File: src/rtl/alse_pkg.sv
`timescale 1ns / 1ps
`default_nettype none
// ----------------------------------------------------------------------------
// alse_pkg
// Shared types and constants of the array list shift engine: operation and
// status codes, the sequencer states and the commands broadcast to the cells.
// ----------------------------------------------------------------------------
package alse_pkg;

  // Default list geometry.
  localparam int DEPTH_DEF      = 64;
  localparam int ITEM_WIDTH_DEF = 16;

  // Fixed field widths of the request and result channels.
  localparam int POS_W   = 7;
  localparam int COUNT_W = 7;

  // Operation codes carried by a request.
  typedef enum logic [2:0] {
    OP_INS_FRONT = 3'd0,
    OP_INS_BACK  = 3'd1,
    OP_INS_AT    = 3'd2,
    OP_REM_FRONT = 3'd3,
    OP_REM_BACK  = 3'd4,
    OP_REM_AT    = 3'd5,
    OP_SEARCH    = 3'd6,
    OP_DUMP      = 3'd7
  } op_t;

  // Result status codes.
  typedef enum logic [1:0] {
    ST_OK    = 2'd0,
    ST_FULL  = 2'd1,
    ST_EMPTY = 2'd2,
    ST_RANGE = 2'd3
  } status_t;

  // Sequencer states.
  typedef enum logic [1:0] {
    S_IDLE,
    S_RESOLVE,
    S_DUMP
  } state_t;

  // Command broadcast to every cell of the chain.
  typedef enum logic [2:0] {
    CELL_HOLD,
    CELL_CLEAR,
    CELL_INSERT,
    CELL_REMOVE,
    CELL_SEARCH,
    CELL_ROTATE
  } cell_op_t;

endpackage
`default_nettype wire

File: src/rtl/alse_cell.sv
`timescale 1ns / 1ps
`default_nettype none
// ----------------------------------------------------------------------------
// alse_cell
// One list slot. Holds an entry and moves it to or from its neighbors under
// the broadcast command; also probes its entry for search and remove.
// ----------------------------------------------------------------------------
module alse_cell #(
  parameter int ITEM_WIDTH = 16,
  parameter int IDX_W      = 7,
  parameter int IDX        = 0
) (
  input  wire                   clk,
  input  alse_pkg::cell_op_t    op,
  input  wire [IDX_W-1:0]       sel,
  input  wire [IDX_W-1:0]       cnt,
  input  wire [ITEM_WIDTH-1:0]  item,
  input  wire [ITEM_WIDTH-1:0]  left_in,
  input  wire [ITEM_WIDTH-1:0]  right_in,
  input  wire [ITEM_WIDTH-1:0]  head_in,
  output logic [ITEM_WIDTH-1:0] data_out,
  output logic [ITEM_WIDTH-1:0] tap_out,
  output logic                  match_out
);
  import alse_pkg::*;

  localparam logic [IDX_W-1:0] MY_IDX = IDX_W'(IDX);

  logic [ITEM_WIDTH-1:0] data_r, data_nxt;
  logic [ITEM_WIDTH-1:0] tap_r, tap_nxt;
  logic                  match_r, match_nxt;

  // Slot update and probe results for the current command.
  always_comb begin
    data_nxt  = data_r;
    tap_nxt   = tap_r;
    match_nxt = match_r;
    unique case (op)
      CELL_HOLD: begin
      end
      CELL_CLEAR: begin
        tap_nxt   = '0;
        match_nxt = 1'b0;
      end
      CELL_INSERT: begin
        // Slots above the insert point take their lower neighbor.
        if (MY_IDX > sel) begin
          data_nxt = left_in;
        end else if (MY_IDX == sel) begin
          data_nxt = item;
        end
        tap_nxt   = '0;
        match_nxt = 1'b0;
      end
      CELL_REMOVE: begin
        // The removed slot reports its entry; it and all above take the upper neighbor.
        if (MY_IDX >= sel) begin
          data_nxt = right_in;
        end
        tap_nxt   = (MY_IDX == sel) ? data_r : '0;
        match_nxt = 1'b0;
      end
      CELL_SEARCH: begin
        tap_nxt   = '0;
        match_nxt = (MY_IDX < cnt) && (data_r == item);
      end
      CELL_ROTATE: begin
        // The used part of the chain turns by one; the head wraps to the tail.
        if (MY_IDX < sel) begin
          data_nxt = right_in;
        end else if (MY_IDX == sel) begin
          data_nxt = head_in;
        end
      end
      default: begin
      end
    endcase
  end

  always_ff @(posedge clk) begin
    data_r  <= data_nxt;
    tap_r   <= tap_nxt;
    match_r <= match_nxt;
  end

  assign data_out  = data_r;
  assign tap_out   = tap_r;
  assign match_out = match_r;

endmodule
`default_nettype wire

File: config.mk
export PLATFORM = sky130hd
export DESIGN_NAME = alse_cell
export DESIGN_NICKNAME = d
export VERILOG_FILES = /design/src/rtl/alse_pkg.sv /design/src/rtl/alse_cell.sv
export SDC_FILE = /design/constraint.sdc
export NUM_CORES = 1
export LEC_CHECK = 0
export ABC_AREA = 1
export BUFFER_PORTS_ARGS = -buffer_cell sky130_fd_sc_hd__buf_2
export CELL_PAD_IN_SITES_DETAIL_PLACEMENT = 1
export CELL_PAD_IN_SITES_GLOBAL_PLACEMENT = 2
export CORE_MARGIN = 1.5
export CORE_UTILIZATION = 26
export DETAILED_ROUTE_END_ITERATION = 8
export PLACE_DENSITY = 0.91
export SLEW_MARGIN = 15
export SYNTH_ARGS = -nofsm -noshare
export SYNTH_HDL_FRONTEND = slang
export SYNTH_SLANG_ARGS = --single-unit
File: constraint.sdc
create_clock -name clk -period 5.8 [get_ports clk]
set_input_delay 1.16 -clock clk [delete_from_list [all_inputs] [get_ports clk]]
set_output_delay 1.16 -clock clk [all_outputs]
set_load 0.03 [all_outputs]
-- Word level (Yosys, flattened, before mapping)
Index checks and enable logic that the tools add are counted.
Widths: inputs -> output; s select.
- $lt $le $gt $ge: 4
- equality and inequality tests: 9
- multiplexer cells: 9
- reductions and logical operators: 8
- operators with widths (operator ; count):
    $mux 16 ; 6
    $pmux 16 s3 ; 1
    $pmux 16 s2 ; 1
    $eq 16x16->1 ; 1
    $lt 1x7->1 const A ; 2
    $ge 1x7->1 const A ; 1
    $gt 1x7->1 const A ; 1
    $logic_not 7->1 ; 1
    $eq 3x2->1 const B ; 2
    $eq 3x3->1 const B ; 2
    $ne 3x3->1 const B ; 2
    $reduce_or 3->1 ; 2
    $reduce_and 4->1 ; 1
    $reduce_bool 2->1 ; 2
    $eq 3x1->1 const B ; 1
    $reduce_bool 3->1 ; 1
    $ne 2x2->1 const B ; 1
    $pmux 1 s2 ; 1
    $logic_and 1x1->1 ; 1
- register bits after elaboration: 33
- output and inout bits: 33
- logic and storage cells: 33

-- Logic depth before layout (Yosys ltp)
Gate-level depths: netlist of the first run.
- word-level depth: 4
- mapped depth: 7
- gate-level depth less buffers: 7

-- Worst setup path before layout of the first run
OpenSTA, ideal clock, no wires.
- kind: input-to-reg
- start: in sel[1]
- end: reg data_r[0] (netlist: data_out[0]), enable pin
- library setup time: 0.411 ns
- arrival: 2.840 ns
- required time: 5.389 ns
- setup slack: 2.549 ns
- cell stages on the path: 5
- path buffers: 0
- path through: nor2_1 > nand2_1 > nor2_8 > inv_2 > o21ai_0
- cells in the longest elaborated chain, start to end: 3
- elaborated cells on any way between the ends: 8
- ends and longest elaborated chain (element ; RTL line ; text):
    from (decl) ; alse_cell.sv:15 ; input wire [IDX_W-1:0] sel,
    $lt 1x7->1, or another cell as far along ; alse_cell.sv:69 ; if (MY_IDX < sel) begin
    $ne 3x3->1 (no source line) / $ne 2x2->1 (equally long branches) ; - ;
    $reduce_and 4->1 (no source line) * ; - ;
    to (signal assigned) ; alse_cell.sv:81 ; data_r <= data_nxt;
    to (decl) ; alse_cell.sv:29 ; logic [ITEM_WIDTH-1:0] data_r, data_nxt;
Mark *: on every way between the ends. The rest lies on a longest branch, timed or not.
A chain may end at the register's enable or synchronous reset.

-- Worst setup path after layout of the first run
- start: in sel[1]
- end: reg data_r[8] (netlist: data_out[8]), enable pin
The elaborated chain is that of the path after synthesis.

==> run summary, run 1 <==
* status: finished, final reports clean
* startpoint-to-endpoint class of the critical path: input port to register
* overall routing resource usage: 14.89%
* critical path launch point type: input port
* worst endpoint required time: 5.78 ns
* dominant combinational cell family by area after synthesis: simple AND/OR/NAND/NOR gates
* commonest non-fill, non-tap cell in the layout: buf_2
* Setup Total Neg Slack: 0 ns
* Max Slew Vio Count: 0
* syn_area_per_cell: 7.702 um2
* count of distinct cell types in the synthesized netlist: 19
* H-tree levels: 2
* vias after detailed routing: 2070
* Std-Cell Rows: 33
* CTS Buf Count: 5
* CTS root buffer: clkbuf_8
* clock latency of the later-clocked register in the worst-skew pair: 0.28 ns
* Routed Wire Length: 6335 um
* area share of fa/ha/maj cells after synthesis: 0%
* Synth Register Bits: 33
* netlist area before placement: 2226 um2
* via count of the first global-routing pass: 2115
* clock tree from TritonCTS: yes
* slew at the pin closest to its max-slew limit: 0.7456 ns
* maximum frequency from static timing analysis: 0.3552 GHz
* GRT Residual Overflow: 0
* effective utilization at floorplan: 26.95%
* most utilized layer in the global route result: met2
* global routing met3 resource utilization: 2.871%
* maximum vdd drop: 0.07422 mV
* final std cells w/o fill: 495
* DRC viols: 0
* CTS resizes: 0
* Core Box Area: 8258 um2
* category of the worst setup path capture point: register
* final critical-path share of the clock period: 48.54%
* worst relative slew slack: 50.15%
* average via count per standard cell: 4.182
* detailed placer's ending HPWL: 5174 um
* number of nets in the layout: 470
* final count of negative-setup-slack endpoints: 0
* Hold Path Class: register to register
* sequential-to-total area share from yosys stat: 44.52%
* Horiz. Die Dim: 95.53 um
* static leakage: 1.532 nW
* WL/cell: 12.80 um
* final worst clock skew: 0.006255 ns
* number of antenna violations at the first check in global routing: 0
* DRT iter0 DRCs: 75
* routability cong.: 0.8522
* Post-Place Cells: 486
* count of pins on the block boundary: 115
* Power Density: 200.6 nW/um2
* Worst EP arrival: 2.80 ns
* GR Layer Usage met1: 19.01%
* synthesized-area fraction occupied by ao, oa, aoi and oai cells: 7.195%
* layout-stage area growth over the synthesis result: 28.44%
* Multi-input gate area: 880.8 um2
* warnings from Yosys: 0
* clock-pin slew reported for the worst setup and hold paths after clock tree synthesis: 0.06 ns
* floorplan die height: 95.53 um
* max-cap check violation count: 0
* Simple-Gate Fraction of Synth Area: 29.23%
* PortBufs: 98
* synthesized net count: 371
* maximum number of pins on one net before global-route repair: 28
* final critical-path required period: 2.816 ns
* first drt pass iteration count: 4
* hold buffers post-CTS: 0
* Sinks on Clock Net: 33
* Seq. cell area: 991.0 um2
* global routing usage on met2: 24.12%
* fill cell instance count of the final layout: 1071
* RSZ-0062 raised after global routing: false
* XOR/XNOR Fraction of Synth Area: 3.148%
* share of final-layout standard cells stronger than drive strength 1: 32.65%
* final hold vios: 0
* number of nets with antenna violations after detailed routing: 0
* leading cell types in the layout, fill and taps excluded: 98 x buf_2, 79 x nand2_1, 67 x inv_1
* first-pass GRT wire length: 10180 um
* multiplexer area fraction after synthesis: 0%
* synthesized netlist cell count: 289
* Max clock buf depth: 2
* critical-path maximum fanout: 26
* buffers inserted by post-CTS timing repair: 0
* die outline area: 9125 um2
[worst max-delay path: stages]
cell and delay (ns):
buf_2 0.09, nor2_1 0.10, nand2_1 0.13, nor2_8 0.37
inv_2 0.17, o21ai_1 0.47, buf_4 0.30
[cell families after synthesis]
kind of cell           after synthesis
XOR/XNOR                             8
flip-flops                          33
AND/OR/NAND/NOR                    142
AO/OA/AOI/OAI                       26
buffers and inverters               80
[Yosys cell counts (all sizes together)]
library cell / number / share of area (%)
buf: 7 / 3.5
clkinv: 1 / 0.22
edfxtp: 33 / 45
inv: 72 / 12
nand2: 80 / 14
nand3: 23 / 7.0
nor2: 39 / 8.4
o21ai: 10 / 2.2
o21bai: 8 / 2.7
o22ai: 8 / 2.2
xnor2: 7 / 2.8
xor2: 1 / 0.39
[layout make-up]
| type | count | area share [%] |
|---|---|---|
| clock buffer | 8 | 2.801 |
| inverter | 73 | 9.628 |
| tap | 105 | 4.595 |
| timing repair buffer | 99 | 17.42 |
| multi-input combinational | 176 | 30.81 |
| antenna | 1 | 0.08753 |
| sequential | 33 | 34.66 |
[sequential cells by signal, indices dropped and copies added (netlist names)]
signal     cells
tap_out       16
match_out      1
data_out      16
[where the power goes]
| group | switching [mW] | internal [mW] | leakage [nW] |
|---|---|---|---|
| clock network | 0.0766 | 0.0851 | 0.0395 |
| logic | 0.0801 | 0.0468 | 1.17 |
| registers | 0.00687 | 0.278 | 0.327 |
| total | 0.164 | 0.410 | 1.53 |
[per-stage QoR]
stage	power [mW]	instance area, um2	setup WS [ns]	utilization [%]	hold slack, ns
after global placement	0.4135	2776	2.654	33.62	0.6148
final	0.5736	2859	2.984	34.62	0.6476
after global routing	0.6058	2856	2.754	34.59	0.6768
after floorplan	0.3684	2226	2.549	-	0.7995
after CTS	0.5812	2856	2.926	34.59	0.6555
after detailed placement	0.4185	2776	2.626	33.62	0.6182
[worst paths after layout]
check | startpoint | to | depth (start not counted) | slack, ns
worst min register to register | data_out[4] | tap_out[4] | 2 | 0.65
worst max-delay path | sel[1] | data_out[8] | 7 | 2.98
worst max register to register | data_out[12] | match_out | 7 | 4.66
worst min-delay path | data_out[4] | tap_out[4] | 2 | 0.65
[metal layers]
layer / share of wire (%) / up-vias
met1: 43 / 924
met2: 50 / 58
li1: - / 1078
met3: 4.1 / 10
met5: 0 / -
met4: 2.9 / 0
Note: power is estimated with default switching activity, not from simulation.
==> run 2, diff against run 1 <==
--- a/config.mk
+++ b/config.mk
@@ -5,14 +5,14 @@
 export SDC_FILE = /design/constraint.sdc
 export NUM_CORES = 1
 export LEC_CHECK = 0
-export ABC_AREA = 1
+export ABC_AREA = 0
 export BUFFER_PORTS_ARGS = -buffer_cell sky130_fd_sc_hd__buf_2
 export CELL_PAD_IN_SITES_DETAIL_PLACEMENT = 1
 export CELL_PAD_IN_SITES_GLOBAL_PLACEMENT = 2
 export CORE_MARGIN = 1.5
-export CORE_UTILIZATION = 26
+export CORE_UTILIZATION = 22
 export DETAILED_ROUTE_END_ITERATION = 8
-export PLACE_DENSITY = 0.91
+export PLACE_DENSITY = 0.8
 export SLEW_MARGIN = 15
 export SYNTH_ARGS = -nofsm -noshare
 export SYNTH_HDL_FRONTEND = slang
==> constraint.sdc (replaced) <==
create_clock -name clk -period 2.5 [get_ports clk]
set_input_delay 0.5 -clock clk [delete_from_list [all_inputs] [get_ports clk]]
set_output_delay 0.5 -clock clk [all_outputs]
set_load 0.03 [all_outputs]
==> run summary, run 2 <==
* first drt pass iteration count: 4, unchanged
* worst relative slew slack: 54.88%, was 50.15%
* Core Box Area: 7647 um2, was 8258 um2
* final worst clock skew: 0.005521 ns, was 0.006255 ns
* RSZ-0062 raised after global routing: false, unchanged
* synthesized net count: 212, was 371
* floorplan die height: 91.34 um, was 95.53 um
* worst endpoint required time: 2.52 ns, was 5.78 ns
* fraction of post-synthesis cell area in the top cell type by area: 57.73%, was 44.52%
* Max clock buf depth: 2, unchanged
* most frequent cells after synthesis: 33 x edfxtp_1, 32 x and2_1, 19 x xnor2_1, 16 x a221o_1, was 79 x nand2_1, 67 x inv_1, 33 x edfxtp_1, 28 x nor2_1, 18 x nand3_1
* Max Slew Vio Count: 0, unchanged
* Sinks on Clock Net: 33, unchanged
* most instantiated library cell after synthesis: edfxtp_1, was nand2_1
* buffers inserted by post-CTS timing repair: 0, unchanged
* die outline area: 8342 um2, was 9125 um2
* sequential-to-total area share from yosys stat: 57.73%, was 44.52%
* diode count: 0, was 1
* CTS Buf Count: 5, unchanged
* netlist area before placement: 1717 um2, was 2226 um2
* maximum number of pins on one net before global-route repair: 17, was 28
* slew at the pin closest to its max-slew limit: 0.6768 ns, was 0.7456 ns
* count of cells along the worst hold path: 2, unchanged
* final count of negative-setup-slack endpoints: 0, unchanged
* Register-to-Register Setup Slack: 0.85 ns, was 4.66 ns
* WHS Endpoint: data_out[0], was tap_out[4]
* Seq. cell area: 991.0 um2, unchanged
* Min-Delay Startpoint: head_in[0], was data_out[4]
* average via count per standard cell: 4.274, was 4.182
* via count of the first global-routing pass: 1579, was 2115
* list of cells traversed by the critical path: buf_2, nor4_2, a21boi_1, o21a_1, a221o_1, was buf_2, nor2_1, nand2_1, nor2_8, inv_2, o21ai_1, buf_4
* Hold Path Class: input port to register, was register to register
* syn_area_per_cell: 13.20 um2, was 7.702 um2
* most used flip-flop cell after synthesis: edfxtp_1, unchanged
* category of the worst setup path capture point: register, unchanged
* overall power of the completed layout: 1.411 mW, was 573.6 uW
* CTS resizes: 0, unchanged
* static leakage: 1.038 nW, was 1.532 nW
* CTS root buffer: clkbuf_8, unchanged
* critical path launch point type: input port, unchanged
* clock-pin slew reported for the worst setup and hold paths after clock tree synthesis: 0.07 ns, was 0.06 ns
* DRC viols: 0, unchanged
* WL/cell: 14.31 um, was 12.80 um
* Routed Wire Length: 4851 um, was 6335 um
* worst flop-to-flop path endpoint: match_out, unchanged
* area leader, netlist: edfxtp_1, unchanged
* leading cell types in the layout, fill and taps excluded: 98 x buf_2, 33 x edfxtp_1, 32 x and2_1, was 98 x buf_2, 79 x nand2_1, 67 x inv_1
* Worst Reg-to-Reg Cells: 4, was 7
* DRT iter0 DRCs: 32, was 75
* critical-path maximum fanout: 16, was 26
* final critical-path required period: 1.876 ns
* max-cap check violation count: 0, unchanged
* H-tree levels: 2, unchanged
* Multi-input gate area: 709.4 um2, was 880.8 um2
* Horiz. Die Dim: 91.34 um, was 95.53 um
* maximum vdd drop: 0.1673 mV, was 0.07422 mV
* routability cong.: 0.7148, was 0.8522
* r2r startpoint: data_out[6], was data_out[12]
* async set-or-reset flop fraction in the synthesized netlist: 0%, unchanged
* Setup WS pre-CTS: 0.2400 ns, was 2.626 ns
* overall routing resource usage: 12.25%, was 14.89%
* layout-stage area growth over the synthesis result: 44.61%, was 28.44%
* clock latency of the later-clocked register in the worst-skew pair: 0.28 ns, about the same
* effective utilization at floorplan: 22.45%, was 26.95%
* Power Density: 568.4 nW/um2, was 200.6 nW/um2
* Setup Total Neg Slack: 0 ns, unchanged
* startpoint-to-endpoint class of the critical path: input port to register, unchanged
* final hold vios: 0, unchanged
* critical path startpoint: sel[3], was sel[1]
* synthesized netlist cell count: 130, was 289
* commonest non-fill, non-tap cell in the layout: buf_2, unchanged
* number of antenna violations at the first check in global routing: 0, unchanged
* detailed placer's ending HPWL: 3807 um, was 5174 um
* fill cell instance count of the final layout: 892, was 1071
* first-pass GRT wire length: 7783 um, was 10180 um
* share of final-layout standard cells stronger than drive strength 1: 49.79%, was 32.65%
* Std-Cell Rows: 32, was 33
* Synth Register Bits: 33, unchanged
* setup slack of the critical path after layout: 0.6239 ns, was 2.984 ns
* clock tree from TritonCTS: yes, unchanged
* hold buffers post-CTS: 0, unchanged
* number of nets in the layout: 318, was 470
* maximum frequency from static timing analysis: 0.5330 GHz
* vias after detailed routing: 1449, was 2070
* delay contributed by the slowest stage of the critical path: 0.46 ns, was 0.47 ns
* final critical-path share of the clock period: 75.04%
* Worst EP arrival: 1.90 ns, was 2.80 ns
* number of nets with antenna violations after detailed routing: 0, unchanged
* status: finished, final reports clean, unchanged
* PortBufs: 98, unchanged
* Slowest cell on crit path: a221o_1, was o21ai_1
* count of distinct cell types in the synthesized netlist: 25, was 19
* warnings from Yosys: 0, unchanged
* biggest area contributors in the synthesized netlist: edfxtp_1 58%, and2_1 12%, xnor2_1 9.7%, was edfxtp_1 45%, nand2_1 13%, inv_1 11%
* GRT Residual Overflow: 0, unchanged
* count of pins on the block boundary: 115, unchanged
* number of flops mapped to enable cells by yosys: 33, unchanged
run 2: cell types whose count changed after synthesis, moves of 9 or more:
cell	delta
xnor2_1	+12
nand3_1	-17
nand2_1	-76
and2_1	+32
inv_1	-67
nor2_2	-9
nor2_1	-25
a221o_1	+16
run 2: final cells by class:
type	instances	area share [%]
clock buffers	6	2.923
clock inverters	2	1.361
multi-input cells	92	28.58
flip-flops and latches	33	39.92
well taps	102	5.141
repair buffers	104	22.08
run 2: kinds of logic after synthesis:
group	share of synthesized area, %
buffers and inverters	1.822
and+or+nand+nor	19.24
xor gates and xnor gates	9.694
AOI/OAI and AO/OA	11.52
DFF	57.73
run 2: power by group:
part	switching [mW]	internal [mW]
Clock	0.191	0.294
Combinational	0.148	0.115
Sequential	0.0158	0.646
run 2: layer usage:
metal / global-route usage (%) / vias up / wire length, um
met3: 2.513 / 8 / 258
met1: 14.92 / 673 / 2175
met5: 0 / - / 0
met4: 4.948 / 0 / 77
li1: - / 704 / -
met2: 20.96 / 64 / 2340
run 2: critical path, delay by kind of cell:
| family | cells | cell delay, ns |
|---|---|---|
| AO/OA/AOI/OAI | 3 | 0.98 |
| buffers and inverters | 1 | 0.10 |
| AND/OR/NAND/NOR | 1 | 0.31 |
run 2: worst max-delay path by stage:
| stage | endpoint | slack (ns) | depth (start not counted) |
|---|---|---|---|
| 2_1_floorplan | data_out[0] | 0.40 | 3 |
| 3_3_place_gp | data_out[1] | 0.29 | 5 |
| 3_5_place_dp | data_out[9] | 0.24 | 5 |
| 4_1_cts | data_out[9] | 0.51 | 5 |
| 5_1_grt | data_out[9] | 0.50 | 5 |
| 6_report | data_out[9] | 0.62 | 5 |
run 2: metrics by stage:
| stage | cells | hold slack [ns] | instance area (um2) | util, % |
|---|---|---|---|---|
| 2_1_floorplan | 130 | 0.7141 | 1717 | - |
| 3_3_place_gp | 331 | 0.5945 | 2372 | 31.02 |
| 3_5_place_dp | 331 | 0.5970 | 2372 | 31.02 |
| 4_1_cts | 339 | 0.5068 | 2479 | 32.41 |
| 5_1_grt | 339 | 0.5095 | 2482 | 32.46 |
| 6_report | 339 | 0.5188 | 2482 | 32.46 |
==> run 3, diff against run 2 <==
--- a/config.mk
+++ b/config.mk
@@ -10,9 +10,9 @@
 export CELL_PAD_IN_SITES_DETAIL_PLACEMENT = 1
 export CELL_PAD_IN_SITES_GLOBAL_PLACEMENT = 2
 export CORE_MARGIN = 1.5
-export CORE_UTILIZATION = 22
+export CORE_UTILIZATION = 24
 export DETAILED_ROUTE_END_ITERATION = 8
-export PLACE_DENSITY = 0.8
+export PLACE_DENSITY = 0.83
 export SLEW_MARGIN = 15
 export SYNTH_ARGS = -nofsm -noshare
 export SYNTH_HDL_FRONTEND = slang
==> constraint.sdc (replaced) <==
create_clock -name clk -period 1.9 [get_ports clk]
set_input_delay 0.38 -clock clk [delete_from_list [all_inputs] [get_ports clk]]
set_output_delay 0.38 -clock clk [all_outputs]
set_load 0.03 [all_outputs]
==> run summary, run 3 (synthesized netlist as in run 2, its figures left out) <==
* status: finished, final reports clean, unchanged
* commonest non-fill, non-tap cell in the layout: buf_2, unchanged
* number of nets in the layout: 321, was 318
* PortBufs: 98, unchanged
* share of final-layout standard cells stronger than drive strength 1: 50.42%, was 49.79%
* Worst EP arrival: 1.78 ns, was 1.90 ns
* leading cell types in the layout, fill and taps excluded: 98 x buf_2, 33 x edfxtp_1, 32 x and2_1, unchanged
* clock-pin slew reported for the worst setup and hold paths after clock tree synthesis: 0.07 ns, about the same
* cell area after placement: 2400 um2, was 2372 um2
* hold buffers post-CTS: 0, unchanged
* worst relative slew slack: 33.74%, was 54.88%
* setup slack of the critical path after layout: 0.2153 ns, was 0.6239 ns
* maximum vdd drop: 0.2454 mV, was 0.1673 mV
* clock tree from TritonCTS: yes, unchanged
* fill cell instance count of the final layout: 800, was 892
* Core Box Area: 6869 um2, was 7647 um2
* final worst clock skew: 0.003759 ns, was 0.005521 ns
* Sinks on Clock Net: 33, unchanged
* number of antenna violations at the first check in global routing: 0, unchanged
* Horiz. Die Dim: 87.58 um, was 91.34 um
* via count of the first global-routing pass: 1540, was 1579
* worst endpoint required time: 2.00 ns, was 2.52 ns
* static leakage: 1.040 nW, was 1.038 nW
* first drt pass iteration count: 4, unchanged
* number of nets with antenna violations after detailed routing: 0, unchanged
* overall routing resource usage: 13.71%, was 12.25%
* routability cong.: 0.7012, was 0.7148
* final hold vios: 0, unchanged
* CTS root buffer: clkbuf_8, unchanged
* vias after detailed routing: 1478, was 1449
* clock latency of the later-clocked register in the worst-skew pair: 0.28 ns, about the same
* RSZ-0062 raised after global routing: false, unchanged
* Hold Path Class: input port to register, unchanged
* final std cells w/o fill: 334, was 339
* Std-Cell Rows: 30, was 32
* detailed placer's ending HPWL: 4063 um, was 3807 um
* Register-to-Register Setup Slack: 0.22 ns, was 0.85 ns
* max-cap check violation count: 0, unchanged
* H-tree levels: 2, unchanged
* most utilized layer in the global route result: met2, unchanged
* global routing usage on met2: 24.41%, was 20.96%
* critical-path maximum fanout: 3, was 16
* global routing met3 resource utilization: 3.299%, was 2.513%
* maximum frequency from static timing analysis: 0.5936 GHz
* maximum number of pins on one net before global-route repair: 17, unchanged
* floorplan die height: 87.58 um, was 91.34 um
* Post-Place Cells: 328, was 331
* count of pins on the block boundary: 115, unchanged
* Max Slew Vio Count: 0, unchanged
* Setup WS pre-CTS: -0.02208 ns, was 0.2400 ns
* GRT Residual Overflow: 0, unchanged
* GR Layer Usage met1: 16.03%, was 14.92%
* Max clock buf depth: 2, unchanged
* final count of negative-setup-slack endpoints: 0, unchanged
* DRC viols: 0, unchanged
* CTS Buf Count: 5, unchanged
* diode count: 0, unchanged
* critical path launch point type: register, was input port
* slew at the pin closest to its max-slew limit: 0.9891 ns, was 0.6768 ns
* final critical-path share of the clock period: 88.67%
* Finished Cell Area: 2474 um2, was 2482 um2
* WL/cell: 15.53 um, was 14.31 um
* buffers inserted by post-CTS timing repair: 0, unchanged
* die outline area: 7669 um2, was 8342 um2
* Routed Wire Length: 5188 um, was 4851 um
* CTS resizes: 0, unchanged
* DRT iter0 DRCs: 18, was 32
* average via count per standard cell: 4.425, was 4.274
* category of the worst setup path capture point: register, unchanged
* effective utilization at floorplan: 24.99%, was 22.45%
* Power Density: 691.9 nW/um2, was 568.4 nW/um2
* first-pass GRT wire length: 7679 um, was 7783 um
* final critical-path required period: 1.685 ns
* startpoint-to-endpoint class of the critical path: register to register, was input port to register
* layout-stage area growth over the synthesis result: 44.10%, was 44.61%
## run 3: final cells by class
class	count	area [um2]	area share [%]
clock inverters	1	5.005	0.2023
clock buffers	5	68.82	2.782
well taps	96	120.1	4.856
flip-flops and latches	33	991.0	40.06
repair buffers	107	583.1	23.57
multi-input cells	92	705.7	28.53
## run 3: layer usage
metal	routed length [um]	vias up
met5	0	-
met4	67	0
met3	347	5
met2	2645	67
met1	2128	699
li1	-	707
## run 3: where the power goes
group	internal [mW]	leakage [nW]	switching [mW]	total, mW
logic	0.156	0.673	0.200	0.356
clock network	0.241	0.0399	0.244	0.485
registers	0.851	0.327	0.0200	0.871
## run 3: worst max-delay path, cell delays in order (launching register included)
cell	delay (ns)
edfxtp_1	0.43
xnor2_1	0.15
nand2_1	0.06
or4_1	0.56
nor4_2	0.30
## run 3: worst paths after layout
path | to | depth (start not counted) | from
setup / recovery | match_out | 4 | data_out[10]
hold / removal | data_out[9] | 2 | head_in[9]
setup reg to reg | match_out | 4 | data_out[10]
hold reg to reg | tap_out[12] | 1 | data_out[12]
## run 3: per-stage QoR
stage               TNS (ns)  utilization (%)  power (mW)  hold slack (ns)
global placement           0            34.94       1.238           0.5849
CTS                        0            36.01       1.730           0.3941
floorplan                  0                -       1.083           0.5941
detailed placement  -0.06256            34.94       1.247           0.5957
global route               0            36.01       1.787           0.3929
finish                     0            36.01       1.712           0.3981
