<file path="src/rtl/alse_pkg.sv">
`timescale 1ns / 1ps
`default_nettype none
// ----------------------------------------------------------------------------
// alse_pkg
// Shared types and constants of the array list shift engine: operation and
// status codes, the sequencer states and the commands broadcast to the cells.
// ----------------------------------------------------------------------------
package alse_pkg;

  // Default list geometry.
  localparam int DEPTH_DEF      = 64;
  localparam int ITEM_WIDTH_DEF = 16;

  // Fixed field widths of the request and result channels.
  localparam int POS_W   = 7;
  localparam int COUNT_W = 7;

  // Operation codes carried by a request.
  typedef enum logic [2:0] {
    OP_INS_FRONT = 3'd0,
    OP_INS_BACK  = 3'd1,
    OP_INS_AT    = 3'd2,
    OP_REM_FRONT = 3'd3,
    OP_REM_BACK  = 3'd4,
    OP_REM_AT    = 3'd5,
    OP_SEARCH    = 3'd6,
    OP_DUMP      = 3'd7
  } op_t;

  // Result status codes.
  typedef enum logic [1:0] {
    ST_OK    = 2'd0,
    ST_FULL  = 2'd1,
    ST_EMPTY = 2'd2,
    ST_RANGE = 2'd3
  } status_t;

  // Sequencer states.
  typedef enum logic [1:0] {
    S_IDLE,
    S_RESOLVE,
    S_DUMP
  } state_t;

  // Command broadcast to every cell of the chain.
  typedef enum logic [2:0] {
    CELL_HOLD,
    CELL_CLEAR,
    CELL_INSERT,
    CELL_REMOVE,
    CELL_SEARCH,
    CELL_ROTATE
  } cell_op_t;

endpackage
`default_nettype wire

</file>
<file path="src/rtl/alse_in_if.sv">
`timescale 1ns / 1ps
`default_nettype none
// ----------------------------------------------------------------------------
// alse_in_if
// Request channel: one list operation per request.
// ----------------------------------------------------------------------------
interface alse_in_if #(
  parameter int ITEM_WIDTH = alse_pkg::ITEM_WIDTH_DEF
);
  import alse_pkg::*;

  logic                  valid;
  logic                  ready;
  op_t                   op;
  logic [POS_W-1:0]      position;
  logic [ITEM_WIDTH-1:0] item;

  modport source (output valid, output op, output position, output item, input ready);
  modport sink   (input valid, input op, input position, input item, output ready);

endinterface
`default_nettype wire

</file>
<file path="src/rtl/alse_out_if.sv">
`timescale 1ns / 1ps
`default_nettype none
// ----------------------------------------------------------------------------
// alse_out_if
// Result channel: one or more results per request.
// ----------------------------------------------------------------------------
interface alse_out_if #(
  parameter int ITEM_WIDTH = alse_pkg::ITEM_WIDTH_DEF
);
  import alse_pkg::*;

  logic                  valid;
  logic                  ready;
  logic [ITEM_WIDTH-1:0] item_out;
  status_t               status;
  logic                  found;
  logic [COUNT_W-1:0]    count;
  logic                  last;

  modport source (output valid, output item_out, output status, output found,
                  output count, output last, input ready);
  modport sink   (input valid, input item_out, input status, input found,
                  input count, input last, output ready);

endinterface
`default_nettype wire

</file>
<file path="src/rtl/alse_ctrl.sv">
`timescale 1ns / 1ps
`default_nettype none
// ----------------------------------------------------------------------------
// alse_ctrl
// Sequencer of the list: checks each request against the fill count, issues
// the command to the cell chain, and drives the registered result channel.
// ----------------------------------------------------------------------------
module alse_ctrl #(
  parameter int DEPTH      = alse_pkg::DEPTH_DEF,
  parameter int ITEM_WIDTH = alse_pkg::ITEM_WIDTH_DEF,
  parameter int IDX_W      = 7
) (
  input  wire                   clk,
  input  wire                   rst_n,
  alse_in_if.sink               in_ch,
  alse_out_if.source            out_ch,
  input  wire [ITEM_WIDTH-1:0]  head,
  input  wire [ITEM_WIDTH-1:0]  tap_or,
  input  wire                   hit,
  output alse_pkg::cell_op_t    cell_op,
  output logic [IDX_W-1:0]      sel_idx,
  output logic [IDX_W-1:0]      cnt_idx
);
  import alse_pkg::*;

  localparam int CNT_W = $clog2(DEPTH + 1);
  localparam logic [CNT_W-1:0] FULL_CNT = CNT_W'(DEPTH);
  localparam logic [CNT_W-1:0] ONE      = CNT_W'(1);
  localparam logic [IDX_W-1:0] IDX_ONE  = IDX_W'(1);

  state_t                state_r, state_nxt;
  logic [CNT_W-1:0]      count_r, count_nxt;
  logic [CNT_W-1:0]      didx_r, didx_nxt;
  status_t               st_r, st_nxt;
  logic                  ov_r, ov_nxt;
  logic [ITEM_WIDTH-1:0] oitem_r, oitem_nxt;
  status_t               ost_r, ost_nxt;
  logic                  ofound_r, ofound_nxt;
  logic [CNT_W-1:0]      ocnt_r, ocnt_nxt;
  logic                  olast_r, olast_nxt;

  logic             out_free;
  logic [IDX_W-1:0] pos_ext;
  logic [IDX_W-1:0] cnt_ext;
  logic             is_full;
  logic             is_empty;
  logic             dump_last;

  assign out_free  = !ov_r || out_ch.ready;
  assign pos_ext   = IDX_W'(in_ch.position);
  assign cnt_ext   = IDX_W'(count_r);
  assign is_full   = (count_r == FULL_CNT);
  assign is_empty  = (count_r == '0);
  assign dump_last = (didx_r == count_r - ONE);
  assign cnt_idx   = cnt_ext;

  // State register.
  always_ff @(posedge clk) begin
    if (!rst_n) begin
      state_r <= S_IDLE;
    end else begin
      state_r <= state_nxt;
    end
  end

  // Next state, cell commands and result loading.
  always_comb begin
    state_nxt   = state_r;
    count_nxt   = count_r;
    didx_nxt    = didx_r;
    st_nxt      = st_r;
    ov_nxt      = ov_r && !out_ch.ready;
    oitem_nxt   = oitem_r;
    ost_nxt     = ost_r;
    ofound_nxt  = ofound_r;
    ocnt_nxt    = ocnt_r;
    olast_nxt   = olast_r;
    cell_op     = CELL_HOLD;
    sel_idx     = '0;
    in_ch.ready = 1'b0;

    unique case (state_r)
      S_IDLE: begin
        in_ch.ready = 1'b1;
        if (in_ch.valid) begin
          state_nxt = S_RESOLVE;
          unique case (in_ch.op)
            OP_INS_FRONT, OP_INS_BACK, OP_INS_AT: begin
              priority case (in_ch.op)
                OP_INS_FRONT: sel_idx = '0;
                OP_INS_BACK:  sel_idx = cnt_ext;
                default:      sel_idx = pos_ext;
              endcase
              // A full list is reported before a bad position.
              priority if (is_full) begin
                st_nxt = ST_FULL;
              end else if (sel_idx > cnt_ext) begin
                st_nxt = ST_RANGE;
              end else begin
                st_nxt = ST_OK;
              end
              if (st_nxt == ST_OK) begin
                cell_op   = CELL_INSERT;
                count_nxt = count_r + ONE;
              end else begin
                cell_op = CELL_CLEAR;
              end
            end
            OP_REM_FRONT, OP_REM_BACK, OP_REM_AT: begin
              priority case (in_ch.op)
                OP_REM_FRONT: sel_idx = '0;
                OP_REM_BACK:  sel_idx = is_empty ? '0 : cnt_ext - IDX_ONE;
                default:      sel_idx = pos_ext;
              endcase
              // An empty list is reported before a bad position.
              priority if (is_empty) begin
                st_nxt = ST_EMPTY;
              end else if (sel_idx >= cnt_ext) begin
                st_nxt = ST_RANGE;
              end else begin
                st_nxt = ST_OK;
              end
              if (st_nxt == ST_OK) begin
                cell_op   = CELL_REMOVE;
                count_nxt = count_r - ONE;
              end else begin
                cell_op = CELL_CLEAR;
              end
            end
            OP_SEARCH: begin
              st_nxt  = ST_OK;
              cell_op = CELL_SEARCH;
            end
            OP_DUMP: begin
              st_nxt = ST_OK;
              if (is_empty) begin
                // An empty dump gives a single result with a zero item.
                cell_op = CELL_CLEAR;
              end else begin
                state_nxt = S_DUMP;
                didx_nxt  = '0;
              end
            end
            default: begin
              state_nxt = S_IDLE;
            end
          endcase
        end
      end
      S_RESOLVE: begin
        if (out_free) begin
          ov_nxt     = 1'b1;
          oitem_nxt  = tap_or;
          ost_nxt    = st_r;
          ofound_nxt = hit;
          ocnt_nxt   = count_r;
          olast_nxt  = 1'b1;
          state_nxt  = S_IDLE;
        end
      end
      S_DUMP: begin
        // Emit the head and turn the chain, so the list is restored at the end.
        sel_idx = cnt_ext - IDX_ONE;
        if (out_free) begin
          ov_nxt     = 1'b1;
          oitem_nxt  = head;
          ost_nxt    = ST_OK;
          ofound_nxt = 1'b0;
          ocnt_nxt   = count_r;
          olast_nxt  = dump_last;
          cell_op    = CELL_ROTATE;
          didx_nxt   = didx_r + ONE;
          if (dump_last) begin
            state_nxt = S_IDLE;
          end
        end
      end
      default: begin
        state_nxt = S_IDLE;
      end
    endcase
  end

  // Control registers.
  always_ff @(posedge clk) begin
    if (!rst_n) begin
      ov_r    <= 1'b0;
      count_r <= '0;
    end else begin
      ov_r    <= ov_nxt;
      count_r <= count_nxt;
    end
  end

  // Payload registers.
  always_ff @(posedge clk) begin
    didx_r   <= didx_nxt;
    st_r     <= st_nxt;
    oitem_r  <= oitem_nxt;
    ost_r    <= ost_nxt;
    ofound_r <= ofound_nxt;
    ocnt_r   <= ocnt_nxt;
    olast_r  <= olast_nxt;
  end

  assign out_ch.valid    = ov_r;
  assign out_ch.item_out = oitem_r;
  assign out_ch.status   = ost_r;
  assign out_ch.found    = ofound_r;
  assign out_ch.count    = COUNT_W'(ocnt_r);
  assign out_ch.last     = olast_r;

  // The fill count never passes the list depth.
  a_count_bound: assert property (@(posedge clk) disable iff (!rst_n)
    count_r <= FULL_CNT)
    else $error("fill count above depth");

  // A non-dump request always goes on to produce its single result.
  a_req_resolve: assert property (@(posedge clk) disable iff (!rst_n)
    (in_ch.valid && in_ch.ready && in_ch.op != OP_DUMP) |=> state_r == S_RESOLVE)
    else $error("request did not move to resolve");

  // A dump walks only the filled part of the chain.
  a_dump_index: assert property (@(posedge clk) disable iff (!rst_n)
    state_r == S_DUMP |-> didx_r < count_r)
    else $error("dump index beyond fill count");

  // A dump leaves the fill count unchanged.
  a_dump_count: assert property (@(posedge clk) disable iff (!rst_n)
    state_r == S_DUMP |=> $stable(count_r))
    else $error("fill count moved during dump");

  // A failed operation leaves the fill count unchanged.
  a_error_keeps: assert property (@(posedge clk) disable iff (!rst_n)
    (state_r == S_RESOLVE && st_r != ST_OK) |-> $stable(count_r))
    else $error("failed operation changed fill count");

endmodule
`default_nettype wire

</file>
<file path="src/flat_wrapper.sv">
// flat-port wrapper written by rule: the top's interface ports become plain ports
module alse_ctrl_flat import alse_pkg::*;
#(
  parameter int DEPTH      = alse_pkg::DEPTH_DEF,
  parameter int ITEM_WIDTH = alse_pkg::ITEM_WIDTH_DEF,
  parameter int IDX_W      = 7
)
  (clk, rst_n, head, tap_or, hit, cell_op, sel_idx, cnt_idx, in_ch_valid, in_ch_op, in_ch_position, in_ch_item, in_ch_ready, out_ch_valid, out_ch_item_out, out_ch_status, out_ch_found, out_ch_count, out_ch_last, out_ch_ready);
  alse_in_if #(.ITEM_WIDTH(ITEM_WIDTH)) in_ch_i ();
  alse_out_if #(.ITEM_WIDTH(ITEM_WIDTH)) out_ch_i ();
  input  wire clk;
  input  wire rst_n;
  input  wire [ITEM_WIDTH-1:0] head;
  input  wire [ITEM_WIDTH-1:0] tap_or;
  input  wire hit;
  output alse_pkg::cell_op_t cell_op;
  output logic [IDX_W-1:0] sel_idx;
  output logic [IDX_W-1:0] cnt_idx;
  input wire logic [$bits(in_ch_i.valid)-1:0] in_ch_valid;
  input wire logic [$bits(in_ch_i.op)-1:0] in_ch_op;
  input wire logic [$bits(in_ch_i.position)-1:0] in_ch_position;
  input wire logic [$bits(in_ch_i.item)-1:0] in_ch_item;
  output wire logic [$bits(in_ch_i.ready)-1:0] in_ch_ready;
  output wire logic [$bits(out_ch_i.valid)-1:0] out_ch_valid;
  output wire logic [$bits(out_ch_i.item_out)-1:0] out_ch_item_out;
  output wire logic [$bits(out_ch_i.status)-1:0] out_ch_status;
  output wire logic [$bits(out_ch_i.found)-1:0] out_ch_found;
  output wire logic [$bits(out_ch_i.count)-1:0] out_ch_count;
  output wire logic [$bits(out_ch_i.last)-1:0] out_ch_last;
  input wire logic [$bits(out_ch_i.ready)-1:0] out_ch_ready;
  assign in_ch_i.valid = in_ch_valid;
  assign in_ch_i.op = in_ch_op;
  assign in_ch_i.position = in_ch_position;
  assign in_ch_i.item = in_ch_item;
  assign in_ch_ready = in_ch_i.ready;
  assign out_ch_valid = out_ch_i.valid;
  assign out_ch_item_out = out_ch_i.item_out;
  assign out_ch_status = out_ch_i.status;
  assign out_ch_found = out_ch_i.found;
  assign out_ch_count = out_ch_i.count;
  assign out_ch_last = out_ch_i.last;
  assign out_ch_i.ready = out_ch_ready;
  alse_ctrl #(.DEPTH(DEPTH), .ITEM_WIDTH(ITEM_WIDTH), .IDX_W(IDX_W)) u_core (.clk(clk), .rst_n(rst_n), .in_ch(in_ch_i), .out_ch(out_ch_i), .head(head), .tap_or(tap_or), .hit(hit), .cell_op(cell_op), .sel_idx(sel_idx), .cnt_idx(cnt_idx));
endmodule
</file>
<file path="config.mk">
export PLATFORM = sky130hd
export DESIGN_NAME = alse_ctrl_flat
export DESIGN_NICKNAME = d
export VERILOG_FILES = /design/src/rtl/alse_pkg.sv /design/src/rtl/alse_in_if.sv /design/src/rtl/alse_out_if.sv /design/src/rtl/alse_ctrl.sv /design/src/flat_wrapper.sv
export SDC_FILE = /design/constraint.sdc
export NUM_CORES = 1
export LEC_CHECK = 0
export CAP_MARGIN = 10
export CELL_PAD_IN_SITES_DETAIL_PLACEMENT = 1
export CELL_PAD_IN_SITES_GLOBAL_PLACEMENT = 2
export CORE_MARGIN = 4
export CORE_UTILIZATION = 42
export CTS_BUF_LIST = sky130_fd_sc_hd__clkbuf_4 sky130_fd_sc_hd__clkbuf_8
export CTS_CLUSTER_SIZE = 14
export DETAILED_ROUTE_END_ITERATION = 16
export DONT_BUFFER_PORTS = 1
export HOLD_SLACK_MARGIN = 0.1
export PLACE_DENSITY_LB_ADDON = 0.25
export SYNTH_ARGS = -nofsm -noshare
export SYNTH_HDL_FRONTEND = slang
export SYNTH_SLANG_ARGS = --single-unit
</file>
<file path="constraint.sdc">
create_clock -name clk -period 8.4 [get_ports clk]
set_input_delay 0.42 -clock clk [delete_from_list [all_inputs] [get_ports clk]]
set_output_delay 0.42 -clock clk [all_outputs]
set_load 0.02 [all_outputs]
</file>
---- Yosys cells after proc, flatten, opt, wreduce, memory -nomap -nowiden ----
Cells that the tools add are included.
W data, S select, Z words.
storage, ports and cells
  flip-flop bits (word level) ............. 46
  input port bits ......................... 63
  output and inout bits ................... 46
  word-level logic and storage cells ...... 115
operators by class
  add/sub/neg operators ................... 3
  order comparisons ....................... 2
  equal/unequal tests ..................... 19
  multiplexer cells ....................... 59
  reduce and logical (&&, ||, !) cells .... 22
operator list
  operator               number
  $mux W7                14
  $pmux W7 S2            6
  $mux W2                19
  $mux W16               2
  $pmux W16 S2           1
  $add A7 B1 Y7 const B  2
  $eq A3 B3 Y1 const B   4
  $pmux W2 S3            2
  $pmux W3 S4            1
  $ne A2 B1 Y1 const B   5
  $reduce_and A5 Y1      2
  $mux W1                8
  $eq A7 B7 Y1           1
  $eq A7 B7 Y1 const B   1
  $ge A7 B7 Y1           1
  $gt A7 B7 Y1           1
  $logic_not A7 Y1       1
  $sub A7 B1 Y7 const B  1
  $eq A3 B2 Y1 const B   2
  $logic_not A2 Y1       3
  $mux W3                2
  $ne A2 B2 Y1 const B   3
  $pmux W3 S2            1
  $reduce_bool A2 Y1     3
  other kinds (14)       19

---- Longest topological paths before layout ----
Gate-level depths: netlist of run 1.
  depth after elaboration ................. 17
  depth in mapped cells ................... 16
  mapped depth without buffers ............ 15

---- Worst setup path before layout of run 1 ----
Ideal clock, no wire load.
  kind .................................... register to output
  start point ............................. reg u_core.count_r[0] (netlist: u_core.cnt_idx[0])
  end point ............................... out cell_op[1]
  data arrival time ....................... 3144 ps
  path slack .............................. 4836 ps
  cell stages (with the launch flop) ...... 16
  path buffers ............................ 1
  cell sequence ........................... dfxtp_1 buf_2 inv_1 ha_1 nor3b_1 nand2_1 nand3_1 o2bb2ai_1 inv_1 ha_1 nor2b_1 o21ai_0 a311oi_1 a21oi_1 or3_4 inv_1
between the ends
  longest elaborated chain between the ends .. 17
  elaborated cells on any way between the ends .. 31
  classes of those cells .................. add/sub: 1; order compare: 2; eq/ne: 1; mux: 24; reduce/logical: 3
RTL lines
  what                                               line                               source
  start: declaration                                 alse_ctrl.sv:32                    logic [CNT_W-1:0] count_r, count_nxt;
  start signal: assignment                           alse_ctrl.sv:191                   count_r <= count_nxt;
  $sub A7 B1 Y7 or $logic_not A7 Y1 (tied branches)  alse_ctrl.sv:112, alse_ctrl.sv:53
  $mux W7                                            alse_ctrl.sv:112                   OP_REM_BACK: sel_idx = is_empty ? '0 : cnt_ext - IDX_ONE;
  $pmux W7 S2                                        alse_ctrl.sv:110                   priority case (in_ch.op)
  $mux W7                                            alse_ctrl.sv:87                    unique case (in_ch.op)
  $mux W7                                            alse_ctrl.sv:85                    if (in_ch.valid) begin
  $mux W7                                            alse_ctrl.sv:82                    unique case (state_r)
  $ge A7 B7 Y1                                       alse_ctrl.sv:118                   end else if (sel_idx >= cnt_ext) begin
  $mux W2                                            alse_ctrl.sv:118
  $mux W2                                            alse_ctrl.sv:116                   priority if (is_empty) begin
  $mux W2                                            alse_ctrl.sv:87
  $mux W2                                            alse_ctrl.sv:85
  $mux W2                                            alse_ctrl.sv:82
  $logic_not A2 Y1                                   alse_ctrl.sv:123                   if (st_nxt == ST_OK) begin
  $mux W2                                            alse_ctrl.sv:123
  $pmux W3 S4 (*)                                    alse_ctrl.sv:87
  $mux W3 (*)                                        alse_ctrl.sv:85
  $pmux W3 S2 (*)                                    alse_ctrl.sv:82
  end: declaration                                   flat_wrapper.sv:16                 output alse_pkg::cell_op_t cell_op;
Mark *: on every way between the ends. The rest lies on a longest branch, timed or not. The select of a mux whose other input is x is not followed.

---- Worst setup path in the final report of run 1 ----
Same ends and word-level chain as after synthesis.

==> results.cfg, run 1 <==
[route]
antenna_left = 0
drt_iter0_markers = 64
num_vias = 2412
drc = 0
avgViaCountPerCell = 5.87
routed_wl_um = 8070
avgRoutedWirePerCell_um = 19.6
drt_pass1_iterations = 4

[clock_network]
holdBufCountCts = 0
clockBufferDepth = 2
cts-root-buf = clkbuf_8
cts_tree = built
path_clk_slew_ns = 0.08
postCtsSetupBuffers = 0
htree_levels = 2
clkLatencyLatePin_ns = 0.29
cts_buffers = 5
cts_sinks = 46
cts-resized-gates = 0

[worst_hold_path]
worstHoldStart = rst_n
hold_path_class = in -> reg

[logic_synthesis]
synth_flop_cell = edfxtp_1
syn_avg_cell_area_um2 = 9.82
synth_commonest_cells = nand2_1 (47), edfxtp_1 (36), a21oi_1 (20), ha_1 (20), mux2_2 (17)
synth_top_area_share_pct = 34.6
synth.area.top_cells = edfxtp_1 (35%), ha_1 (8.0%), dfxtp_1 (6.4%)
synth_top_area_cell = edfxtp_1
synth_seq_cells = 46
synth_area_mm2 = 0.00312
async_flop_share_pct = 0
yosys_warnings = 0
syn_inst = 318
synth_seq_area_share_pct = 41.0
synth_edf_count = 36
synth.distinct_cells = 50
synth_most_common_cell = nand2_1
synth_fp_nets = 401

[floorplan]
row_count = 31
die_w_um = 94.2
fp.dieH_um = 94.2
die_area_mm2 = 0.00888
core_area_mm2 = 0.00725
ios = 109
start_util_pct = 43.0

[worst_setup_path]
cp-start-kind = flip-flop
path_cells = inv_1 -> ha_1 -> nor3b_1 -> nand2_1 -> nand3_1 -> o2bb2ai_1 -> ha_1 -> a21oi_1 -> o21ai_0 -> a311oi_1 -> a21oi_1 -> or3_4 -> inv_1
crit_fanout = 13
rr_endpoint = u_core.cnt_idx[0]$_SDFFE_PN0P_
critPathCapture = cell_op[1]
slowest_delay_ns = 0.76
cp-end-kind = output port
cp_data_arrival_time_ns = 4.13
critPathKind = reg -> out
r2r-start = u_core.cnt_idx[0]$_SDFFE_PN0P_
cp_slowest_cell = dfxtp_1
ff2ff_path_depth = 14
crit_required_ns = 7.98
setup.worst_path.start = u_core.cnt_idx[0]$_SDFFE_PN0P_
rrSetupSlack_ns = 4.30

[layout]
antenna_cells = 0
fin_nets = 394
final_area_mm2 = 0.00327
syn_to_final_growth_pct = 4.85
finalNonFillerCells = 411
drive_gt1_share_pct = 11.2

[global_route]
grt_max_degree = 28
grt_pass1_wl_um = 12800
grt_use_total_pct = 18.5
busiest_layer = met2
globalRouteMet2Util_pct = 32.9
grtUsageMet3_pct = 3.77
grt_overflow_total = 0
grt_pass1_vias = 2510
antenna_found_initial = 0
use_met1_pct = 22.5

[place]
place_hpwl_um = 6320
port-buffer-count = 0
gp_congestion = 0.786
place_area_mm2 = 0.00319
dp_cells = 403

[timing]
hold_viol = 0
slew_headroom_pct = 47.2
rsz0062_at_grt = no
worst_pin_slew_ns = 0.792
clock_skew_ns = 0.00611
period_needed_ns = 4.55
fin_setup_tns_ns = 0
drv_slew = 0
fmax_ghz = 0.220
whs_ns = 0.260
finalCritPeriodShare_pct = 54.2
setup_viol = 0

[pwr]
powerDensity_mw_per_mm2 = 190
p_leak_nw = 1.18
peakVddDrop_v = 0.0000705

[status]
status = complete, no violations

[run]
max_cap_violations = 0
worst max-delay path, delay by kind of cell (launching register included):
kind,cells,cell delay (ns)
simple gates,4,0.96
fa+ha+maj,2,0.61
compound gates,5,1.12
flops,1,0.76
buf+inv,2,0.38
state kept, by name, summed over array words and instances, names as in the netlist:
register	cells
u_core.out_ch.status	2
u_core.out_ch.found	1
u_core.didx_r	7
u_core.out_ch.count	7
u_core.cnt_idx	7
u_core.state_r	2
u_core.out_ch.last	1
u_core.out_ch.valid	1
u_core.st_r	2
u_core.out_ch.item_out	16
placed cells by master (no fill, tap or decap), types with 2 or more instances in the layout:
cell | Yosys | final
a21oi_1 | 20 | 20
nand4_1 | 2 | 2
o22ai_1 | 8 | 8
nor2_1 | 13 | 13
o21a_1 | 3 | 3
mux2_2 | 17 | 17
and2_1 | 2 | 2
buf_4 | 0 | 3
o21ai_0 | 14 | 14
nand3_1 | 9 | 9
and3_1 | 3 | 3
a31oi_1 | 2 | 2
xnor3_1 | 3 | 3
a22oi_1 | 6 | 6
inv_1 | 16 | 16
o2bb2ai_1 | 5 | 5
nor2b_1 | 7 | 7
edfxtp_1 | 36 | 36
xnor2_1 | 10 | 10
o21ai_2 | 2 | 2
nor4_1 | 4 | 4
nand2b_1 | 3 | 3
dfxtp_1 | 10 | 10
nand2_1 | 47 | 47
mux2i_1 | 8 | 8
ha_1 | 20 | 20
nor3_1 | 6 | 6
xor2_1 | 6 | 6
clkbuf_8 | 0 | 5
cell type report:
type	count	area, um2
Sequential cell	46	1280
Fill cell	848	3980
Clock buffer	6	76.3
Clock inverter	2	8.76
Tap cell	99	124
Multi-Input combinational cell	239	1700
Timing Repair Buffer	3	22.5
Inverter	16	60.1
power by group:
group / total, mW / leakage [nW] / internal (mW) / switching (mW)
clock: 0.129 / 0.0460 / 0.0605 / 0.0688
sequential: 0.334 / 0.421 / 0.287 / 0.0472
combinational: 0.160 / 0.715 / 0.0612 / 0.0985
total: 0.623 / 1.18 / 0.408 / 0.214
per-layer routing:
metal | up-vias | wire length (um) | part of all wire, %
met3 | 8 | 548 | 6.8
met1 | 1160 | 3630 | 45
li1 | 1151 | - | -
met5 | - | 0 | 0
met2 | 93 | 3790 | 47
met4 | 0 | 100 | 1.2
through the flow:
step                power [mW]  util (%)  setup WS, ns
global route             0.660      45.1          3.47
CTS                      0.633      45.1          3.78
finish                   0.623      45.1          3.85
global placement         0.497      44.0          4.13
detailed placement       0.502      44.0          4.13
floorplan                0.463         -          4.84
logic make-up (layout without fill, tap and decap cells):
kind of cell | Yosys count | after routing | synth area share (%)
mux | 25 | 25 | 8.70
xor+xnor | 19 | 19 | 6.65
flops | 46 | 46 | 41.0
compound gates | 72 | 72 | 14.9
simple gates | 103 | 103 | 16.2
fa+ha+maj | 20 | 20 | 8.02
buf+inv | 33 | 27 | 4.49
worst min path at each step:
stage,end,depth (start not counted)
4_1_cts,u_core.out_ch.valid$_SDFF_PN0_,1
5_1_grt,u_core.out_ch.valid$_SDFF_PN0_,1
3_5_place_dp,u_core.state_r[0]$_SDFFE_PN0P_,2
6_report,u_core.out_ch.valid$_SDFF_PN0_,1
3_3_place_gp,u_core.state_r[1]$_SDFFE_PN0P_,2
2_1_floorplan,u_core.state_r[1]$_SDFFE_PN0P_,2
No activity file was read; power rests on OpenSTA's default activity.
==> run 2: changes to the inputs <==
--- a/config.mk
+++ b/config.mk
@@ -5,11 +5,12 @@
 export SDC_FILE = /design/constraint.sdc
 export NUM_CORES = 1
 export LEC_CHECK = 0
+export ABC_AREA = 1
 export CAP_MARGIN = 10
 export CELL_PAD_IN_SITES_DETAIL_PLACEMENT = 1
 export CELL_PAD_IN_SITES_GLOBAL_PLACEMENT = 2
 export CORE_MARGIN = 4
-export CORE_UTILIZATION = 42
+export CORE_UTILIZATION = 33
 export CTS_BUF_LIST = sky130_fd_sc_hd__clkbuf_4 sky130_fd_sc_hd__clkbuf_8
 export CTS_CLUSTER_SIZE = 14
 export DETAILED_ROUTE_END_ITERATION = 16
==> constraint.sdc (replaced) <==
create_clock -name clk -period 3.9 [get_ports clk]
set_input_delay 0.195 -clock clk [delete_from_list [all_inputs] [get_ports clk]]
set_output_delay 0.195 -clock clk [all_outputs]
set_load 0.02 [all_outputs]
==> results.cfg, run 2 <==
[logic_synthesis]
synth_top_family_by_area = simple AND/OR/NAND/NOR gates
synth_xor_area_share_pct = 1.64
synth_top_area_share_pct = 33.8
synthSimpleGateAreaFrac_pct = 28.9
synth_edf_count = 36
yosys_warnings = 0
synth_seq_area_share_pct = 40.0
async_flop_share_pct = 0
synth_most_common_cell = nand2_1
synth_fp_nets = 491
synth.area.top_cells = edfxtp_1 (34%), nand2_1 (14%), ha_1 (7.8%)
syn_inst = 408
muxShareOfSynthArea_pct = 0
synth_top_area_cell = edfxtp_1
synth_seq_cells = 46
synthAdderAreaFrac_pct = 7.81
synth_area_mm2 = 0.00320
syn_avg_cell_area_um2 = 7.85
synth_commonest_cells = nand2_1 (121), inv_1 (42), nor2_1 (40)
synth_compound_area_share_pct = 13.3
synth_flop_cell = edfxtp_1
synth.distinct_cells = 43

[timing]
rsz0062_at_grt = no
clock_skew_ns = 0.00717
fin_setup_tns_ns = 0
finalCritPeriodShare_pct = 91.3
worst_pin_slew_ns = 1.01
slew_headroom_pct = 32.8
finalWorstSetupSlack_ns = 0.338
period_needed_ns = 3.56
drv_slew = 0
setup_viol = 0
hold_viol = 0
fmax_ghz = 0.281

[floorplan]
fp.dieH_um = 107
die_w_um = 107
core_area_mm2 = 0.00933
start_util_pct = 34.3
die_area_mm2 = 0.0113
row_count = 35
ios = 109

[global_route]
grt_use_total_pct = 17.7
grt_max_degree = 27
grt_overflow_total = 0
grt_pass1_wl_um = 15800
grt_pass1_vias = 2988
antenna_found_initial = 0

[place]
place_area_mm2 = 0.00337
port-buffer-count = 0
gp_congestion = 0.843
pre_cts_ws_ns = 0.542
dp_cells = 536
place_hpwl_um = 7490

[clock_network]
cts_buffers = 5
clockBufferDepth = 2
path_clk_slew_ns = 0.09
postCtsSetupBuffers = 0
cts-root-buf = clkbuf_8
cts_tree = built
clkLatencyLatePin_ns = 0.30
cts_sinks = 46
htree_levels = 2

[route]
top_layer_used = met4
routed_wl_um = 9920
dr_wl_met2_um = 4950
wl_met3_um = 246
avgViaCountPerCell = 5.02
avgRoutedWirePerCell_um = 17.2
drt-met1-wl_um = 4630
antenna_left = 0
num_vias = 2903
drt_iter0_markers = 92
drt_pass1_iterations = 4
drc = 0

[run]
max_cap_violations = 0

[worst_setup_path]
cp-start-kind = flip-flop
critPathKind = reg -> out
cp-end-kind = output port
cp_data_arrival_time_ns = 3.37
rrSetupSlack_ns = 0.74
crit_fanout = 16
crit_required_ns = 3.70

[layout]
fin_nets = 531
layout_commonest_cell = nand2_1
largest_reg_flops = 16
n_fill_cell = 1184
finalNonFillerCells = 578
layout_common_cells = nand2_1 (121), inv_1 (42), nor2_1 (39)
drive_gt1_share_pct = 11.1
antenna_cells = 0
syn_to_final_growth_pct = 18.8
final_area_mm2 = 0.00381

[pwr]
peakVddDrop_v = 0.000279
p_leak_nw = 1.67
powerDensity_mw_per_mm2 = 769

[worst_hold_path]
hold_path_class = in -> reg

[status]
status = complete, no violations
==> run 2: layer usage <==
layer	global-route usage [%]	up-vias
met1	23.5	1409
met5	0	-
li1	-	1445
met3	2.61	6
met4	3.74	0
met2	30.5	43
==> run 2: worst paths after layout <==
| check | endpoint | cells past startpoint | startpoint |
|---|---|---|---|
| worst max register to register | u_core.st_r[1]$_DFFE_PP_ | 16 | u_core.cnt_idx[0]$_SDFFE_PN0P_ |
| worst max-delay path | cell_op[1] | 16 | u_core.cnt_idx[0]$_SDFFE_PN0P_ |
| worst min-delay path | u_core.out_ch.valid$_SDFF_PN0_ | 2 | out_ch_ready |
| worst min register to register | u_core.state_r[0]$_SDFFE_PN0P_ | 4 | u_core.state_r[0]$_SDFFE_PN0P_ |
==> run 2: repair_timing <==
action                                  4_1_cts  5_1_grt
endpoints found under the setup margin        0        1
hold endpoints to repair                     27        0
hold buffers                                 34        0
resized for setup                             0        1
==> run 2: report_power, final <==
| group | total (mW) | internal (mW) | leakage (nW) | switching [mW] |
|---|---|---|---|---|
| Sequential | 1.20 | 0.866 | 0.426 | 0.335 |
| Combinational | 1.42 | 0.465 | 1.20 | 0.957 |
| Clock | 0.304 | 0.134 | 0.0486 | 0.170 |
| Total | 2.93 | 1.46 | 1.67 | 1.46 |
==> run 2: area by class of cell <==
cell class / count / area (um2) / area share [%]
tap: 129 / 161 / 4.24
clock inverter: 2 / 13.8 / 0.362
multi-input combinational: 302 / 1660 / 43.7
sequential: 46 / 1280 / 33.7
inverter: 48 / 188 / 4.93
timing repair buffer: 45 / 423 / 11.1
clock buffer: 6 / 76.3 / 2.01
==> run 2: stage by stage <==
step | util [%] | total power [mW] | hold slack, ns
6_report | 40.8 | 2.93 | 0.206
5_1_grt | 40.8 | 3.18 | 0.212
4_1_cts | 40.8 | 2.97 | 0.197
3_5_place_dp | 36.1 | 2.57 | 0.320
3_3_place_gp | 36.1 | 2.54 | 0.319
2_1_floorplan | - | 2.15 | 0.374
==> run 2: worst max-delay path, cell delays in order (launching register included) <==
cell and delay (ns):
dfxtp_1 0.33, inv_2 0.14, ha_1 0.33, nand2_4 0.10, nor2_4 0.10, nand3_2 0.22
inv_1 0.18, nor2_1 0.05, nand2_1 0.07, o21ai_0 0.11, ha_1 0.31, o21ai_0 0.10
a21boi_0 0.11, o21ai_0 0.31, nand3_2 0.14, nand2_4 0.19, and2_1 0.28
==> run 2: cell families after synthesis <==
logic type               after synthesis
AO/OA/AOI/OAI                         68
XOR/XNOR                               6
adder cells (fa/ha/maj)               20
buffers and inverters                 60
flip-flops                            46
AND/OR/NAND/NOR                      208
==> run 3: changes to the inputs <==
--- a/config.mk
+++ b/config.mk
@@ -9,7 +9,7 @@
 export CAP_MARGIN = 10
 export CELL_PAD_IN_SITES_DETAIL_PLACEMENT = 1
 export CELL_PAD_IN_SITES_GLOBAL_PLACEMENT = 2
-export CORE_MARGIN = 4
+export CORE_MARGIN = 2
 export CORE_UTILIZATION = 33
 export CTS_BUF_LIST = sky130_fd_sc_hd__clkbuf_4 sky130_fd_sc_hd__clkbuf_8
 export CTS_CLUSTER_SIZE = 14
==> results.cfg, run 3 (same netlist as run 2, synthesis figures left out) <==
[clock_network]
htree_levels = 2
clkLatencyLatePin_ns = 0.30
clockBufferDepth = 2
cts_buffers = 5
cts_sinks = 46
path_clk_slew_ns = 0.10
cts-root-buf = clkbuf_8
cts_tree = built

[timing]
finalWorstSetupSlack_ns = 0.318
period_needed_ns = 3.58
rsz0062_at_grt = no
clock_skew_ns = 0.00720
whs_ns = 0.191
worst_pin_slew_ns = 1.01
finalCritPeriodShare_pct = 91.9
fin_setup_tns_ns = 0
hold_viol = 0
fmax_ghz = 0.279
slew_headroom_pct = 32.8
setup_viol = 0
drv_slew = 0

[worst_setup_path]
critPathBufInv = 2
cpMostUsedCell = o21ai_0
critPathKind = reg -> out
path_cells = inv_2 -> ha_1 -> nand2_4 -> nor2_4 -> nand3_2 -> inv_1 -> nor2_1 -> nand2_1 -> o21ai_0 -> ha_1 -> o21ai_0 -> a21boi_0 -> o21ai_0 -> nand3_2 -> nand2_4 -> and2_1
cp_data_arrival_time_ns = 3.39
crit_required_ns = 3.70
cp_slowest_cell = dfxtp_1
cp_top_family = simple AND/OR/NAND/NOR gates
cp-start-kind = flip-flop
crit_fanout = 16
cp-end-kind = output port
slowest_delay_ns = 0.33

[route]
drt_iter0_markers = 90
drt_pass1_iterations = 4
routed_wl_um = 9900
num_vias = 2908
avgRoutedWirePerCell_um = 17.1
avgViaCountPerCell = 5.03
drc = 0
antenna_left = 0

[global_route]
antenna_found_initial = 0
grt_pass1_vias = 2921
grt_use_total_pct = 19.0
grt_overflow_total = 0
grt_pass1_wl_um = 15300
grt_max_degree = 27

[floorplan]
core_area_mm2 = 0.00933
start_util_pct = 34.3
die_w_um = 103
fp.dieH_um = 103
ios = 109
die_area_mm2 = 0.0105
row_count = 35

[place]
gp_congestion = 0.852
place_area_mm2 = 0.00337
place_hpwl_um = 7230
dp_cells = 536
pre_cts_ws_ns = 0.581
port-buffer-count = 0

[layout]
utilization_pct = 41.0
syn_to_final_growth_pct = 19.5
finalNonFillerCells = 578
largest_reg_flops = 16
n_fill_cell = 1144
antenna_cells = 0
register_area_mm2 = 0.00128
drive_gt1_share_pct = 11.1
layout_commonest_cell = nand2_1
layout_common_cells = nand2_1 (121), inv_1 (42), nor2_1 (39)
fin_nets = 531
final_area_mm2 = 0.00383
multi_input_area_mm2 = 0.00166

[pwr]
peakVddDrop_v = 0.000272
total_power_mw = 3.00
p_leak_nw = 1.68
powerDensity_mw_per_mm2 = 785

[status]
status = complete, no violations

[worst_hold_path]
hold_path_class = in -> reg

[run]
max_cap_violations = 0
run 3: cell count changes in the layout (fill, tap and decap cells not counted):
cell and delta:
inv_6 +1, clkbuf_4 -1, clkinv_4 -1, bufinv_16 +1
run 3: cell type report:
| type | count | share of cell area (%) |
|---|---|---|
| repair buffers | 45 | 11.0 |
| clock buffers | 5 | 1.80 |
| clock inverters | 3 | 1.14 |
| inverters | 48 | 4.90 |
| multi-input cells | 302 | 43.4 |
| well taps | 129 | 4.22 |
| flip-flops and latches | 46 | 33.5 |
run 3: metal layers:
layer  share of wire [%]  track usage [%]  wire length, um
met4                0.96             4.92               95
met1                  46             24.8             4590
met3                 2.8             2.17              281
met5                   0                0                0
met2                  50             33.3             4930
run 3: power by group:
group | total, mW | switching [mW] | internal, mW
Sequential | 1.19 | 0.329 | 0.865
Clock | 0.372 | 0.180 | 0.193
Combinational | 1.44 | 0.972 | 0.465
Total | 3.00 | 1.48 | 1.52
run 3: final timing paths:
path	from	end	slack [ns]	depth (start not counted)
max	u_core.cnt_idx[0]$_SDFFE_PN0P_	cell_op[1]	0.32	16
min	out_ch_ready	u_core.out_ch.valid$_SDFF_PN0_	0.19	2
max reg2reg	u_core.cnt_idx[0]$_SDFFE_PN0P_	u_core.st_r[1]$_DFFE_PP_	0.73	16
min reg2reg	u_core.st_r[1]$_DFFE_PP_	u_core.out_ch.status[1]$_SDFFCE_PP0P_	0.59	2
run 3: repair_timing:
item,in CTS,in global routing
setup endpoints to repair,0,1
endpoints found under the hold margin,27,0
setup buffers,0,0
hold buffers,34,0
gates resized for setup,0,1
